`config.mk`:
```
export PLATFORM = sky130hd
export DESIGN_NAME = gray_fit_downscale_threshold_flat
export DESIGN_NICKNAME = d
export VERILOG_FILES = /design/src/rtl/core/gfdt_pkg.sv /design/src/rtl/core/gfdt_if.sv /design/src/rtl/core/gray_fit_downscale_threshold.sv /design/src/rtl/core/gfdt_div.sv /design/src/rtl/core/gfdt_fifo.sv /design/src/rtl/core/gfdt_front.sv /design/src/rtl/core/gfdt_back.sv /design/src/flat_wrapper.sv
export SDC_FILE = /design/constraint.sdc
export NUM_CORES = 2
export LEC_CHECK = 0
export BUFFER_PORTS_ARGS = -buffer_cell sky130_fd_sc_hd__buf_2
export CAP_MARGIN = 20
export CORE_AREA = 2 2 248 348
export DETAILED_ROUTE_END_ITERATION = 10
export DIE_AREA = 0 0 250 350
export HOLD_SLACK_MARGIN = 0.06
export PLACE_DENSITY_LB_ADDON = 0.08
export SLEW_MARGIN = 20
export SYNTH_ARGS = -nofsm -noshare
export SYNTH_HDL_FRONTEND = slang
export SYNTH_SLANG_ARGS = --single-unit
```
`constraint.sdc`:
```
create_clock -name clk -period 7.8 [get_ports clk]
set_clock_uncertainty 0.15 [all_clocks]
set_input_delay 0.78 -clock clk [delete_from_list [all_inputs] [get_ports clk]]
set_output_delay 0.78 -clock clk [all_outputs]
set_load 0.02 [all_outputs]
```
`src/rtl/core/gfdt_pkg.sv`:
```
// Package for the gray fit downscale threshold block.
// Holds widths, register indexes, queue entry and control structs, and side clamping.
// Depends on nothing; every other file of the block imports it.
package gfdt_pkg;

	localparam int SIDE_W      = 13;
	localparam int POS_W       = 12;
	localparam int GRAY_W      = 8;
	localparam int ADDR_W      = 4;
	localparam int DATA_W      = 32;
	localparam int PROD_W      = 24;
	localparam int DIV_CNT_W   = $clog2(PROD_W);
	localparam int QUEUE_DEPTH = 2;
	localparam int QPTR_W      = $clog2(QUEUE_DEPTH);
	localparam int QCNT_W      = $clog2(QUEUE_DEPTH + 1);

	localparam logic [SIDE_W-1:0] MAX_SIDE     = 13'd4096;
	localparam logic [GRAY_W-1:0] THRESH_RESET = 8'd128;

	typedef enum logic [1:0] {
		REG_SRC_WIDTH,
		REG_SRC_HEIGHT,
		REG_MAX_SIDE,
		REG_DARK_THRESHOLD
	} reg_idx_t;

	typedef enum logic [2:0] {
		ST_RUN,
		ST_MUL,
		ST_SIZE_GO,
		ST_SIZE_WAIT,
		ST_COL_GO,
		ST_COL_WAIT,
		ST_ROW_GO,
		ST_ROW_WAIT
	} back_state_t;

	typedef struct packed {
		logic [SIDE_W-1:0] src_width;
		logic [SIDE_W-1:0] src_height;
		logic [SIDE_W-1:0] max_side;
		logic [GRAY_W-1:0] dark_threshold;
	} cfg_t;

	typedef struct packed {
		logic [GRAY_W-1:0] gray;
		logic [POS_W-1:0]  col;
		logic [POS_W-1:0]  row;
		logic              first;
		logic              row_end;
	} entry_t;

	typedef struct packed {
		logic              start;
		logic [PROD_W-1:0] dividend;
		logic [SIDE_W-1:0] divisor;
	} div_req_t;

	typedef struct packed {
		logic              done;
		logic [PROD_W-1:0] quot;
		logic [SIDE_W-1:0] rem;
	} div_res_t;

	typedef struct packed {
		logic setup_busy;
		logic setup_done;
		logic pop;
		logic pop_first;
	} back_stat_t;

	// A zero side counts as one, a side beyond the limit saturates.
	function automatic logic [SIDE_W-1:0] clamp_side(input logic [SIDE_W-1:0] v);
		logic [SIDE_W-1:0] r;
		r = v;
		if (v == '0) begin
			r = SIDE_W'(1);
		end else if (v > MAX_SIDE) begin
			r = MAX_SIDE;
		end
		return r;
	endfunction

endpackage

```
`src/rtl/core/gfdt_if.sv`:
```
// Stream interfaces of the gray fit downscale threshold block: source pixels and results.
// Each carries valid, ready and its payload. Depends on gfdt_pkg.
interface gfdt_pix_if;
	import gfdt_pkg::*;
	logic              valid;
	logic              ready;
	logic [GRAY_W-1:0] gray_level;

	modport source (output valid, output gray_level, input ready);
	modport sink (input valid, input gray_level, output ready);
endinterface

interface gfdt_res_if;
	import gfdt_pkg::*;
	logic             valid;
	logic             ready;
	logic             dark;
	logic [POS_W-1:0] out_col;
	logic [POS_W-1:0] out_row;
	logic             frame_end;

	modport source (output valid, output dark, output out_col, output out_row,
		output frame_end, input ready);
	modport sink (input valid, input dark, input out_col, input out_row,
		input frame_end, output ready);
endinterface

```
`src/rtl/core/gray_fit_downscale_threshold.sv`:
```
// Top level of the gray fit downscale threshold block with its APB register file.
// Instantiates gfdt_front, gfdt_fifo, gfdt_back and gfdt_div. Depends on gfdt_pkg and gfdt_if.
//
// Source pixels stream in raster order at one per clock while the queue has room; each pixel
// that lands on the nearest-neighbour grid of the reduced frame gives one request on the
// result channel, the rest give none. At the first pixel of every frame the back end does the
// size setup (one multiply and up to three 24-step divisions in the shared restoring
// divider) before that pixel leaves the queue; the front end keeps taking pixels until the
// two-entry queue is full. Size and limit registers are sampled at frame start, the
// threshold applies at once.
module gray_fit_downscale_threshold (
	input  logic                          clk,
	input  logic                          arst_n,
	gfdt_pix_if.sink                      pix,
	gfdt_res_if.source                    res,
	input  logic                          psel,
	input  logic                          penable,
	input  logic                          pwrite,
	input  logic [gfdt_pkg::ADDR_W-1:0]   paddr,
	input  logic [gfdt_pkg::DATA_W-1:0]   pwdata,
	output logic [gfdt_pkg::DATA_W-1:0]   prdata,
	output logic                          pready
);
	import gfdt_pkg::*;

	cfg_t              cfg_q;
	reg_idx_t          reg_idx;
	logic              push;
	entry_t            push_entry;
	entry_t            head;
	logic              q_valid;
	logic              q_full;
	logic [QCNT_W-1:0] q_level;
	logic              pop;
	div_req_t          div_req;
	div_res_t          div_res;
	back_stat_t        stat;

	assign reg_idx = reg_idx_t'(paddr[ADDR_W-1:2]);
	assign pready  = 1'b1;

	always_ff @(posedge clk or negedge arst_n) begin
		if (!arst_n) begin
			cfg_q.src_width      <= SIDE_W'(1);
			cfg_q.src_height     <= SIDE_W'(1);
			cfg_q.max_side       <= '0;
			cfg_q.dark_threshold <= THRESH_RESET;
		end else if (psel && penable && pwrite) begin
			unique case (reg_idx)
				REG_SRC_WIDTH:      cfg_q.src_width      <= pwdata[SIDE_W-1:0];
				REG_SRC_HEIGHT:     cfg_q.src_height     <= pwdata[SIDE_W-1:0];
				REG_MAX_SIDE:       cfg_q.max_side       <= pwdata[SIDE_W-1:0];
				REG_DARK_THRESHOLD: cfg_q.dark_threshold <= pwdata[GRAY_W-1:0];
				default: begin
				end
			endcase
		end
	end

	always_comb begin
		unique case (reg_idx)
			REG_SRC_WIDTH:      prdata = DATA_W'(cfg_q.src_width);
			REG_SRC_HEIGHT:     prdata = DATA_W'(cfg_q.src_height);
			REG_MAX_SIDE:       prdata = DATA_W'(cfg_q.max_side);
			REG_DARK_THRESHOLD: prdata = DATA_W'(cfg_q.dark_threshold);
			default:            prdata = '0;
		endcase
	end

	gfdt_front u_front (
		.clk        (clk),
		.arst_n     (arst_n),
		.pix        (pix),
		.cfg        (cfg_q),
		.q_full     (q_full),
		.push       (push),
		.push_entry (push_entry)
	);

	gfdt_fifo u_fifo (
		.clk        (clk),
		.arst_n     (arst_n),
		.push       (push),
		.push_entry (push_entry),
		.pop        (pop),
		.head       (head),
		.q_valid    (q_valid),
		.q_full     (q_full),
		.level      (q_level)
	);

	gfdt_div u_div (
		.clk    (clk),
		.arst_n (arst_n),
		.req    (div_req),
		.res    (div_res)
	);

	gfdt_back u_back (
		.clk     (clk),
		.arst_n  (arst_n),
		.cfg     (cfg_q),
		.q_valid (q_valid),
		.head    (head),
		.pop     (pop),
		.div_req (div_req),
		.div_res (div_res),
		.res     (res),
		.stat    (stat)
	);

	// Nothing leaves the queue while the frame size is being worked out.
	a_no_pop_in_setup: assert property (@(posedge clk) disable iff (!arst_n)
		stat.setup_busy |-> !stat.pop)
		else $error("queue popped during frame setup");

	// A frame-start pixel is only consumed once its steps are known.
	a_first_after_setup: assert property (@(posedge clk) disable iff (!arst_n)
		stat.pop_first |-> stat.setup_done)
		else $error("frame-start pixel consumed before setup finished");

	// The queue fill level moves by at most one entry per cycle.
	a_level_step: assert property (@(posedge clk) disable iff (!arst_n)
		(q_level == $past(q_level)) || (q_level == QCNT_W'($past(q_level) + 1'b1))
		|| (QCNT_W'(q_level + 1'b1) == $past(q_level)))
		else $error("queue level jumped");

endmodule

```
`src/rtl/core/gfdt_div.sv`:
```
// Shared restoring divider of the back end, one quotient bit per cycle.
// Used for the output size and for the column and row steps. Depends on gfdt_pkg.
module gfdt_div (
	input  logic              clk,
	input  logic              arst_n,
	input  gfdt_pkg::div_req_t req,
	output gfdt_pkg::div_res_t res
);
	import gfdt_pkg::*;

	logic                 busy_q;
	logic                 done_q;
	logic [DIV_CNT_W-1:0] cnt_q;
	logic [PROD_W-1:0]    quot_q;
	logic [SIDE_W-1:0]    rem_q;
	logic [SIDE_W-1:0]    divisor_q;
	logic [SIDE_W:0]      trial;
	logic                 fits;

	assign trial = {rem_q, quot_q[PROD_W-1]};
	assign fits  = trial >= {1'b0, divisor_q};

	always_ff @(posedge clk or negedge arst_n) begin
		if (!arst_n) begin
			busy_q    <= 1'b0;
			done_q    <= 1'b0;
			cnt_q     <= '0;
			quot_q    <= '0;
			rem_q     <= '0;
			divisor_q <= '0;
		end else begin
			done_q <= 1'b0;
			if (req.start) begin
				busy_q    <= 1'b1;
				cnt_q     <= '0;
				quot_q    <= req.dividend;
				rem_q     <= '0;
				divisor_q <= req.divisor;
			end else if (busy_q) begin
				rem_q  <= fits ? SIDE_W'(trial - {1'b0, divisor_q}) : trial[SIDE_W-1:0];
				quot_q <= {quot_q[PROD_W-2:0], fits};
				cnt_q  <= cnt_q + DIV_CNT_W'(1);
				if (cnt_q == DIV_CNT_W'(PROD_W - 1)) begin
					busy_q <= 1'b0;
					done_q <= 1'b1;
				end
			end
		end
	end

	assign res = '{done: done_q, quot: quot_q, rem: rem_q};

endmodule

```
`src/rtl/core/gfdt_fifo.sv`:
```
// Short queue of classified pixels between the front end and the back end.
// Depends on gfdt_pkg for the entry type and the depth.
module gfdt_fifo (
	input  logic                          clk,
	input  logic                          arst_n,
	input  logic                          push,
	input  gfdt_pkg::entry_t              push_entry,
	input  logic                          pop,
	output gfdt_pkg::entry_t              head,
	output logic                          q_valid,
	output logic                          q_full,
	output logic [gfdt_pkg::QCNT_W-1:0]   level
);
	import gfdt_pkg::*;

	entry_t            mem_q [QUEUE_DEPTH];
	logic [QPTR_W-1:0] wr_ptr_q;
	logic [QPTR_W-1:0] rd_ptr_q;
	logic [QCNT_W-1:0] count_q;
	logic              do_push;
	logic              do_pop;

	assign q_valid = count_q != '0;
	assign q_full  = count_q == QCNT_W'(QUEUE_DEPTH);
	assign do_push = push && !q_full;
	assign do_pop  = pop && q_valid;
	assign head    = mem_q[rd_ptr_q];
	assign level   = count_q;

	always_ff @(posedge clk) begin
		if (do_push) begin
			mem_q[wr_ptr_q] <= push_entry;
		end
	end

	always_ff @(posedge clk or negedge arst_n) begin
		if (!arst_n) begin
			wr_ptr_q <= '0;
			rd_ptr_q <= '0;
			count_q  <= '0;
		end else begin
			if (do_push) begin
				wr_ptr_q <= (wr_ptr_q == QPTR_W'(QUEUE_DEPTH - 1)) ? '0 : wr_ptr_q + QPTR_W'(1);
			end
			if (do_pop) begin
				rd_ptr_q <= (rd_ptr_q == QPTR_W'(QUEUE_DEPTH - 1)) ? '0 : rd_ptr_q + QPTR_W'(1);
			end
			if (do_push && !do_pop) begin
				count_q <= count_q + QCNT_W'(1);
			end else if (do_pop && !do_push) begin
				count_q <= count_q - QCNT_W'(1);
			end
		end
	end

endmodule

```
`src/rtl/core/gfdt_front.sv`:
```
// Front end: accepts source pixels, tracks the source raster position and tags
// frame starts and row ends before queuing each pixel. Depends on gfdt_pkg and gfdt_if.
module gfdt_front (
	input  logic             clk,
	input  logic             arst_n,
	gfdt_pix_if.sink         pix,
	input  gfdt_pkg::cfg_t   cfg,
	input  logic             q_full,
	output logic             push,
	output gfdt_pkg::entry_t push_entry
);
	import gfdt_pkg::*;

	logic [POS_W-1:0]  src_col_q;
	logic [POS_W-1:0]  src_row_q;
	logic [SIDE_W-1:0] frame_w_q;
	logic [SIDE_W-1:0] frame_h_q;
	logic              first;
	logic              row_end;
	logic              frame_last;
	logic [SIDE_W-1:0] w_eff;
	logic [SIDE_W-1:0] h_eff;
	logic [SIDE_W-1:0] col_inc;
	logic [SIDE_W-1:0] row_inc;

	assign pix.ready  = !q_full;
	assign push       = pix.valid && !q_full;
	assign first      = (src_col_q == '0) && (src_row_q == '0);
	assign w_eff      = first ? clamp_side(cfg.src_width) : frame_w_q;
	assign h_eff      = first ? clamp_side(cfg.src_height) : frame_h_q;
	assign col_inc    = {1'b0, src_col_q} + SIDE_W'(1);
	assign row_inc    = {1'b0, src_row_q} + SIDE_W'(1);
	assign row_end    = col_inc >= w_eff;
	assign frame_last = row_inc >= h_eff;

	assign push_entry = '{gray: pix.gray_level, col: src_col_q, row: src_row_q,
		first: first, row_end: row_end};

	always_ff @(posedge clk or negedge arst_n) begin
		if (!arst_n) begin
			src_col_q <= '0;
			src_row_q <= '0;
			frame_w_q <= '0;
			frame_h_q <= '0;
		end else if (push) begin
			if (first) begin
				frame_w_q <= w_eff;
				frame_h_q <= h_eff;
			end
			if (row_end) begin
				src_col_q <= '0;
				src_row_q <= frame_last ? '0 : row_inc[POS_W-1:0];
			end else begin
				src_col_q <= col_inc[POS_W-1:0];
			end
		end
	end

endmodule

```
`src/rtl/core/gfdt_back.sv`:
```
// Back end: works out the output size and steps at each frame start through the
// shared divider, then picks pixels and registers results. Depends on gfdt_pkg and gfdt_if.
module gfdt_back (
	input  logic                 clk,
	input  logic                 arst_n,
	input  gfdt_pkg::cfg_t       cfg,
	input  logic                 q_valid,
	input  gfdt_pkg::entry_t     head,
	output logic                 pop,
	output gfdt_pkg::div_req_t   div_req,
	input  gfdt_pkg::div_res_t   div_res,
	gfdt_res_if.source           res,
	output gfdt_pkg::back_stat_t stat
);
	import gfdt_pkg::*;

	back_state_t         state_q;
	back_state_t         state_d;
	logic                setup_go;
	logic                setup_done_q;
	logic [SIDE_W-1:0]   w_q;
	logic [SIDE_W-1:0]   h_q;
	logic [SIDE_W-1:0]   m_q;
	logic                short_is_h_q;
	logic [PROD_W-1:0]   prod_q;
	logic [SIDE_W-1:0]   divisor_q;
	logic [SIDE_W-1:0]   dw_q;
	logic [SIDE_W-1:0]   dh_q;
	logic [SIDE_W-1:0]   col_step_q;
	logic [SIDE_W-1:0]   col_frac_q;
	logic [SIDE_W-1:0]   row_step_q;
	logic [SIDE_W-1:0]   row_frac_q;
	logic [SIDE_W-1:0]   dest_col_q;
	logic [SIDE_W-1:0]   dest_row_q;
	logic [SIDE_W-1:0]   pick_col_q;
	logic [SIDE_W-1:0]   pick_row_q;
	logic [SIDE_W-1:0]   col_rem_q;
	logic [SIDE_W-1:0]   row_rem_q;
	logic                res_valid_q;
	logic                res_dark_q;
	logic [POS_W-1:0]    res_col_q;
	logic [POS_W-1:0]    res_row_q;
	logic                res_end_q;

	logic                scale;
	logic                w_long;
	logic [2*SIDE_W-1:0] prod_full;
	logic [SIDE_W-1:0]   size_fit;
	logic                pick_row_hit;
	logic                sel;
	logic                out_free;
	logic [SIDE_W:0]     col_rem_sum;
	logic [SIDE_W:0]     row_rem_sum;
	logic                col_wrap;
	logic                row_wrap;
	logic [SIDE_W:0]     pick_col_sum;
	logic [SIDE_W:0]     pick_row_sum;
	logic                col_last;
	logic                row_last;

	assign scale     = (m_q != '0) && ((w_q > m_q) || (h_q > m_q));
	assign w_long    = w_q >= h_q;
	assign prod_full = (w_long ? h_q : w_q) * m_q;
	assign size_fit  = (div_res.quot[SIDE_W-1:0] == '0) ? SIDE_W'(1) : div_res.quot[SIDE_W-1:0];

	assign pick_row_hit = {1'b0, head.row} == pick_row_q;
	assign sel          = pick_row_hit && ({1'b0, head.col} == pick_col_q);
	assign out_free     = !res_valid_q || res.ready;

	assign col_rem_sum  = {1'b0, col_rem_q} + {1'b0, col_frac_q};
	assign row_rem_sum  = {1'b0, row_rem_q} + {1'b0, row_frac_q};
	assign col_wrap     = col_rem_sum >= {1'b0, dw_q};
	assign row_wrap     = row_rem_sum >= {1'b0, dh_q};
	assign pick_col_sum = {1'b0, pick_col_q} + {1'b0, col_step_q} + (SIDE_W+1)'(col_wrap);
	assign pick_row_sum = {1'b0, pick_row_q} + {1'b0, row_step_q} + (SIDE_W+1)'(row_wrap);
	assign col_last     = ({1'b0, dest_col_q} + (SIDE_W+1)'(1)) == {1'b0, dw_q};
	assign row_last     = ({1'b0, dest_row_q} + (SIDE_W+1)'(1)) == {1'b0, dh_q};

	always_ff @(posedge clk or negedge arst_n) begin
		if (!arst_n) begin
			state_q <= ST_RUN;
		end else begin
			state_q <= state_d;
		end
	end

	always_comb begin
		state_d  = state_q;
		div_req  = '0;
		setup_go = 1'b0;
		pop      = 1'b0;
		unique case (state_q)
			ST_RUN: begin
				if (q_valid && head.first && !setup_done_q) begin
					setup_go = 1'b1;
					state_d  = ST_MUL;
				end else begin
					pop = q_valid && (!sel || out_free);
				end
			end
			ST_MUL: begin
				state_d = scale ? ST_SIZE_GO : ST_COL_GO;
			end
			ST_SIZE_GO: begin
				div_req = '{start: 1'b1, dividend: prod_q, divisor: divisor_q};
				state_d = ST_SIZE_WAIT;
			end
			ST_SIZE_WAIT: begin
				if (div_res.done) begin
					state_d = ST_COL_GO;
				end
			end
			ST_COL_GO: begin
				div_req = '{start: 1'b1, dividend: PROD_W'(w_q), divisor: dw_q};
				state_d = ST_COL_WAIT;
			end
			ST_COL_WAIT: begin
				if (div_res.done) begin
					state_d = ST_ROW_GO;
				end
			end
			ST_ROW_GO: begin
				div_req = '{start: 1'b1, dividend: PROD_W'(h_q), divisor: dh_q};
				state_d = ST_ROW_WAIT;
			end
			ST_ROW_WAIT: begin
				if (div_res.done) begin
					state_d = ST_RUN;
				end
			end
			default: begin
				state_d = ST_RUN;
			end
		endcase
	end

	always_ff @(posedge clk or negedge arst_n) begin
		if (!arst_n) begin
			setup_done_q <= 1'b0;
			w_q          <= '0;
			h_q          <= '0;
			m_q          <= '0;
			short_is_h_q <= 1'b0;
			prod_q       <= '0;
			divisor_q    <= '0;
			dw_q         <= '0;
			dh_q         <= '0;
			col_step_q   <= '0;
			col_frac_q   <= '0;
			row_step_q   <= '0;
			row_frac_q   <= '0;
			dest_col_q   <= '0;
			dest_row_q   <= '0;
			pick_col_q   <= '0;
			pick_row_q   <= '0;
			col_rem_q    <= '0;
			row_rem_q    <= '0;
			res_valid_q  <= 1'b0;
			res_dark_q   <= 1'b0;
			res_col_q    <= '0;
			res_row_q    <= '0;
			res_end_q    <= 1'b0;
		end else begin
			if (setup_go) begin
				w_q <= clamp_side(cfg.src_width);
				h_q <= clamp_side(cfg.src_height);
				m_q <= cfg.max_side;
			end
			if (state_q == ST_MUL) begin
				prod_q       <= prod_full[PROD_W-1:0];
				divisor_q    <= w_long ? w_q : h_q;
				short_is_h_q <= w_long;
				if (scale) begin
					if (w_long) begin
						dw_q <= m_q;
					end else begin
						dh_q <= m_q;
					end
				end else begin
					dw_q <= w_q;
					dh_q <= h_q;
				end
			end
			if (state_q == ST_SIZE_WAIT && div_res.done) begin
				if (short_is_h_q) begin
					dh_q <= size_fit;
				end else begin
					dw_q <= size_fit;
				end
			end
			if (state_q == ST_COL_WAIT && div_res.done) begin
				col_step_q <= div_res.quot[SIDE_W-1:0];
				col_frac_q <= div_res.rem;
			end
			if (state_q == ST_ROW_WAIT && div_res.done) begin
				row_step_q   <= div_res.quot[SIDE_W-1:0];
				row_frac_q   <= div_res.rem;
				setup_done_q <= 1'b1;
				dest_col_q   <= '0;
				dest_row_q   <= '0;
				pick_col_q   <= '0;
				pick_row_q   <= '0;
				col_rem_q    <= '0;
				row_rem_q    <= '0;
			end

			if (pop) begin
				setup_done_q <= 1'b0;
				if (sel) begin
					dest_col_q <= dest_col_q + SIDE_W'(1);
					pick_col_q <= pick_col_sum[SIDE_W-1:0];
					col_rem_q  <= col_wrap ? SIDE_W'(col_rem_sum - {1'b0, dw_q})
						: col_rem_sum[SIDE_W-1:0];
				end
				if (head.row_end) begin
					if (pick_row_hit) begin
						dest_row_q <= dest_row_q + SIDE_W'(1);
						pick_row_q <= pick_row_sum[SIDE_W-1:0];
						row_rem_q  <= row_wrap ? SIDE_W'(row_rem_sum - {1'b0, dh_q})
							: row_rem_sum[SIDE_W-1:0];
					end
					dest_col_q <= '0;
					pick_col_q <= '0;
					col_rem_q  <= '0;
				end
			end

			if (pop && sel) begin
				res_valid_q <= 1'b1;
				res_dark_q  <= head.gray < cfg.dark_threshold;
				res_col_q   <= dest_col_q[POS_W-1:0];
				res_row_q   <= dest_row_q[POS_W-1:0];
				res_end_q   <= col_last && row_last;
			end else if (res.ready) begin
				res_valid_q <= 1'b0;
			end
		end
	end

	assign res.valid     = res_valid_q;
	assign res.dark      = res_dark_q;
	assign res.out_col   = res_col_q;
	assign res.out_row   = res_row_q;
	assign res.frame_end = res_end_q;

	assign stat = '{setup_busy: state_q != ST_RUN, setup_done: setup_done_q,
		pop: pop, pop_first: pop && head.first};

endmodule

```
`src/flat_wrapper.sv`:
```
// flat-port wrapper written by rule: the top's interface ports become plain ports
module gray_fit_downscale_threshold_flat import gfdt_pkg::*;
  (clk, arst_n, psel, penable, pwrite, paddr, pwdata, prdata, pready, pix_valid, pix_gray_level, pix_ready, res_valid, res_dark, res_out_col, res_out_row, res_frame_end, res_ready);
  gfdt_pix_if pix_i ();
  gfdt_res_if res_i ();
  input  logic clk;
  input  logic arst_n;
  input  logic psel;
  input  logic penable;
  input  logic pwrite;
  input  logic [gfdt_pkg::ADDR_W-1:0] paddr;
  input  logic [gfdt_pkg::DATA_W-1:0] pwdata;
  output logic [gfdt_pkg::DATA_W-1:0] prdata;
  output logic pready;
  input wire logic [$bits(pix_i.valid)-1:0] pix_valid;
  input wire logic [$bits(pix_i.gray_level)-1:0] pix_gray_level;
  output wire logic [$bits(pix_i.ready)-1:0] pix_ready;
  output wire logic [$bits(res_i.valid)-1:0] res_valid;
  output wire logic [$bits(res_i.dark)-1:0] res_dark;
  output wire logic [$bits(res_i.out_col)-1:0] res_out_col;
  output wire logic [$bits(res_i.out_row)-1:0] res_out_row;
  output wire logic [$bits(res_i.frame_end)-1:0] res_frame_end;
  input wire logic [$bits(res_i.ready)-1:0] res_ready;
  assign pix_i.valid = pix_valid;
  assign pix_i.gray_level = pix_gray_level;
  assign pix_ready = pix_i.ready;
  assign res_valid = res_i.valid;
  assign res_dark = res_i.dark;
  assign res_out_col = res_i.out_col;
  assign res_out_row = res_i.out_row;
  assign res_frame_end = res_i.frame_end;
  assign res_i.ready = res_ready;
  gray_fit_downscale_threshold u_core (.clk(clk), .arst_n(arst_n), .pix(pix_i), .res(res_i), .psel(psel), .penable(penable), .pwrite(pwrite), .paddr(paddr), .pwdata(pwdata), .prdata(prdata), .pready(pready));
endmodule
```
==> results.ini <==
[routing]
detail_route.wl_per_cell_microns=21.1
finalWirelength_microns=100000
drt_first_iter_violations=1593
detail-route-antenna-nets=0
drt-vias-per-instance=5.43
detailroute.via_count=25728
post_detailed_route_drc_marker_count=0
detail_route.first_pass.iterations=5

[placement]
globalplace.congestion=0.887
placement.io_buffers=70
dp_area_sq_um=35300
hpwlAfterDp_microns=74400

[critical_path]
r2r.worst_path.cells=31
critical_path_startpoint_category=register
max_stage_delay_ps=570
worst_setup_path_end_kind=register
criticalPathCategory=register to register
timing.rr.start=u_core.u_back.h_q[11]
critical-path-slowest-cell=fa_1
critical_path.reg2reg.endpoint=u_core.u_back.prod_q[22]
setup.reg_to_reg.worst_slack_ps=370
worst_ep_arrival_time_ps=7730
critical_path.max_fanout=11
cp.required_ps=8100

[yosys]
synth-compound-area-share_pct=12.4
synth-xor-area-share_pct=4.63
avgSynthCellArea_sq_um=9.44
synth_async_sr_flop_share_pct=86.1
synth_simple_gate_area_share_pct=14.7
post_synth_edffs=68
synthesis.instances=3549
top_cells_by_area_in_the_synthesized_netlist=dfrtp_1, ha_1, fa_1
post_synthesis_cell_type_with_the_largest_combined_area=dfrtp_1
synth_top_area_share_pct=31.3
synth_mux_area_share_pct=8.49
synth_cell_type_count=78
synth_common_cells=nand2_1, dfrtp_1, inv_1, o21ai_0
yosysWarnings=0
synth_adder_area_share_pct=16.3
main_flop_type_after_synthesis=dfrtp_1
main_combinational_cell_family_by_area_after_synthesis=adder cells
synth_seq_cells=490
synth_most_common_cell=nand2_1
cell_area_synth_sq_um=33500
yosysSeqAreaShare_pct=37.6

[die]
die_w_microns=250
io_pins=112
die-area_sq_um=87500
core-area_sq_um=84200
initial_utilization_pct=39.8
floorplan.rows=126
fp.dieH_microns=350

[grt]
grt_overflow_total=0
grt_antenna_before_repair=1
global_route.usage.total_pct=23.1
grt_max_degree=164
grt_pass1_vias=26528
first_pass_grt_wire_length_microns=156000

[timing]
final_sum_of_negative_setup_slack_ps=0
grt_setup_unrepaired=yes
finalSetupViolations=0
tightestPinTransition_ps=1050
hold_viol=0
post-route-period-util_pct=95.3
final-max-slew-violation-count=0
max-slew-margin-rel_pct=29.7
achievable-frequency_mhz=135
crit_path_time_final_ps=7430

[hold_path]
min_path_type=input port to register
min_to=u_core.u_fifo.mem_q[1][28]
cell_count_of_the_worst_hold_path=1
min_delay_startpoint=pix_gray_level[2]

[clock_network]
tritoncts=done
maximum_root_to_sink_buffer_count=3
post_cts.repair.setup_buffers=0
clock_latency_on_the_worst_skew_pair_ps=660
cts.sinks=490
clk_transition_reported_paths_ps=60
cts_root_buf=clkbuf_16
htree_levels=2
cts-buffers-inserted=54

[final_layout]
layout.nets=4019
final_cell_area_sq_um=37200
antenna-diode-count=0
area_delta_synth_final_pct=11.0
drive_gt1_share_pct=12.5

[status]
outcome=finished clean

[pwr]
p_leak_nw=17.5
worst_ir_drop_vdd_uv=245
power.density_cell_area_nw_per_um2=324

[job]
max-cap-violations=0

worst max-delay path by stage:
stage / startpoint / end / slack (ps) / cells past startpoint
after floorplan: u_core.u_back.h_q[11] / u_core.u_back.prod_q[23] / 270 / 30
after global placement: u_core.u_back.w_q[11] / u_core.u_back.prod_q[23] / 210 / 29
after detailed placement: u_core.u_back.h_q[11] / u_core.u_back.prod_q[23] / 220 / 30
after CTS: u_core.u_back.h_q[11] / u_core.u_back.prod_q[23] / 200 / 30
after global routing: u_core.u_back.h_q[11] / u_core.u_back.prod_q[22] / -9 / 32
final: u_core.u_back.h_q[11] / u_core.u_back.prod_q[22] / 370 / 31
cells in the final DEF (no fill, tap or decap), types with 12 or more instances in the layout:
cell / instances
nand2b_1: 56
o21ai_0: 250
a31oi_1: 19
o22ai_1: 19
a211oi_1: 19
and2_1: 27
clkbuf_1: 13
a22oi_1: 27
nand2_1: 491
edfxtp_1: 68
xnor2_1: 112
mux2_2: 154
nor4_1: 20
buf_4: 102
nor3_1: 30
clkbuf_16: 55
o21ai_1: 21
buf_2: 69
nor2b_1: 34
mux2i_1: 93
xor2_1: 65
a21o_1: 52
inv_1: 290
conb_1: 20
fa_1: 129
o31ai_1: 12
nand3_1: 94
ha_1: 229
nor2_1: 224
o21a_1: 26
dfrtp_1: 416
nand4_1: 24
and3_1: 33
a21oi_1: 160
power breakdown:
group	total [mW]	switching (mW)	internal, mW
combinational	5.55	3.12	2.43
sequential	3.81	0.627	3.18
clock	2.69	1.14	1.55
total	12.0	4.89	7.15
logic make-up after synthesis:
| family | after synthesis |
|---|---|
| AO/OA/AOI/OAI | 690 |
| XOR/XNOR | 177 |
| adder cells (fa/ha/maj) | 358 |
| buffers and inverters | 484 |
| flip-flops | 490 |
| multiplexers | 255 |
| other | 2 |
| AND/OR/NAND/NOR | 1093 |
critical path, delay by kind of cell, from the launching register on:
kind / cells / cell delay, ps
adder cells (fa/ha/maj): 7 / 3140
AO/OA/AOI/OAI: 10 / 1990
buffers and inverters: 9 / 1010
flip-flops: 1 / 380
AND/OR/NAND/NOR: 3 / 270
XOR/XNOR: 1 / 170
multiplexers: 1 / 150
layer usage:
layer	global-route usage (%)	wire [microns]
met1	28.2	41500
met2	41.8	51000
met3	2.27	3510
met4	8.92	4100
met5	0	0
registers in the layout, indices dropped and copies added, names as in the netlist, 24 cells and up:
register,cells
u_core.u_fifo.mem_q,68
u_core.u_div.quot_q,24
u_core.cfg_q,47
u_core.u_back.prod_q,24
final cells by class:
cell class	instances	area, sq um
clock inverters	24	304
clock buffers	76	1540
repair buffers	176	1190
well taps	1088	1360
inverters	295	1110
multi-input cells	2593	19100
fillers	8299	47000
flip-flops and latches	490	12600
per-stage QoR:
step	setup WS (ps)	power [mW]	hold slack, ps	std cells	util [%]
global route	-9.50	13.0	135	4742	44.2
global placement	208	9.26	309	4639	41.9
floorplan	274	7.83	290	3567	-
finish	370	12.0	160	4742	44.2
detailed placement	224	9.41	308	4640	41.9
CTS	195	12.2	121	4741	44.1
timing repair:
| item | CTS | global route |
|---|---|---|
| hold buffers | 1 | 0 |
| resized for setup | 0 | 6 |
| endpoints found under the setup margin | 0 | 4 |
| endpoints found under the hold margin | 4 | 0 |
No activity file was read; power rests on OpenSTA's default activity.
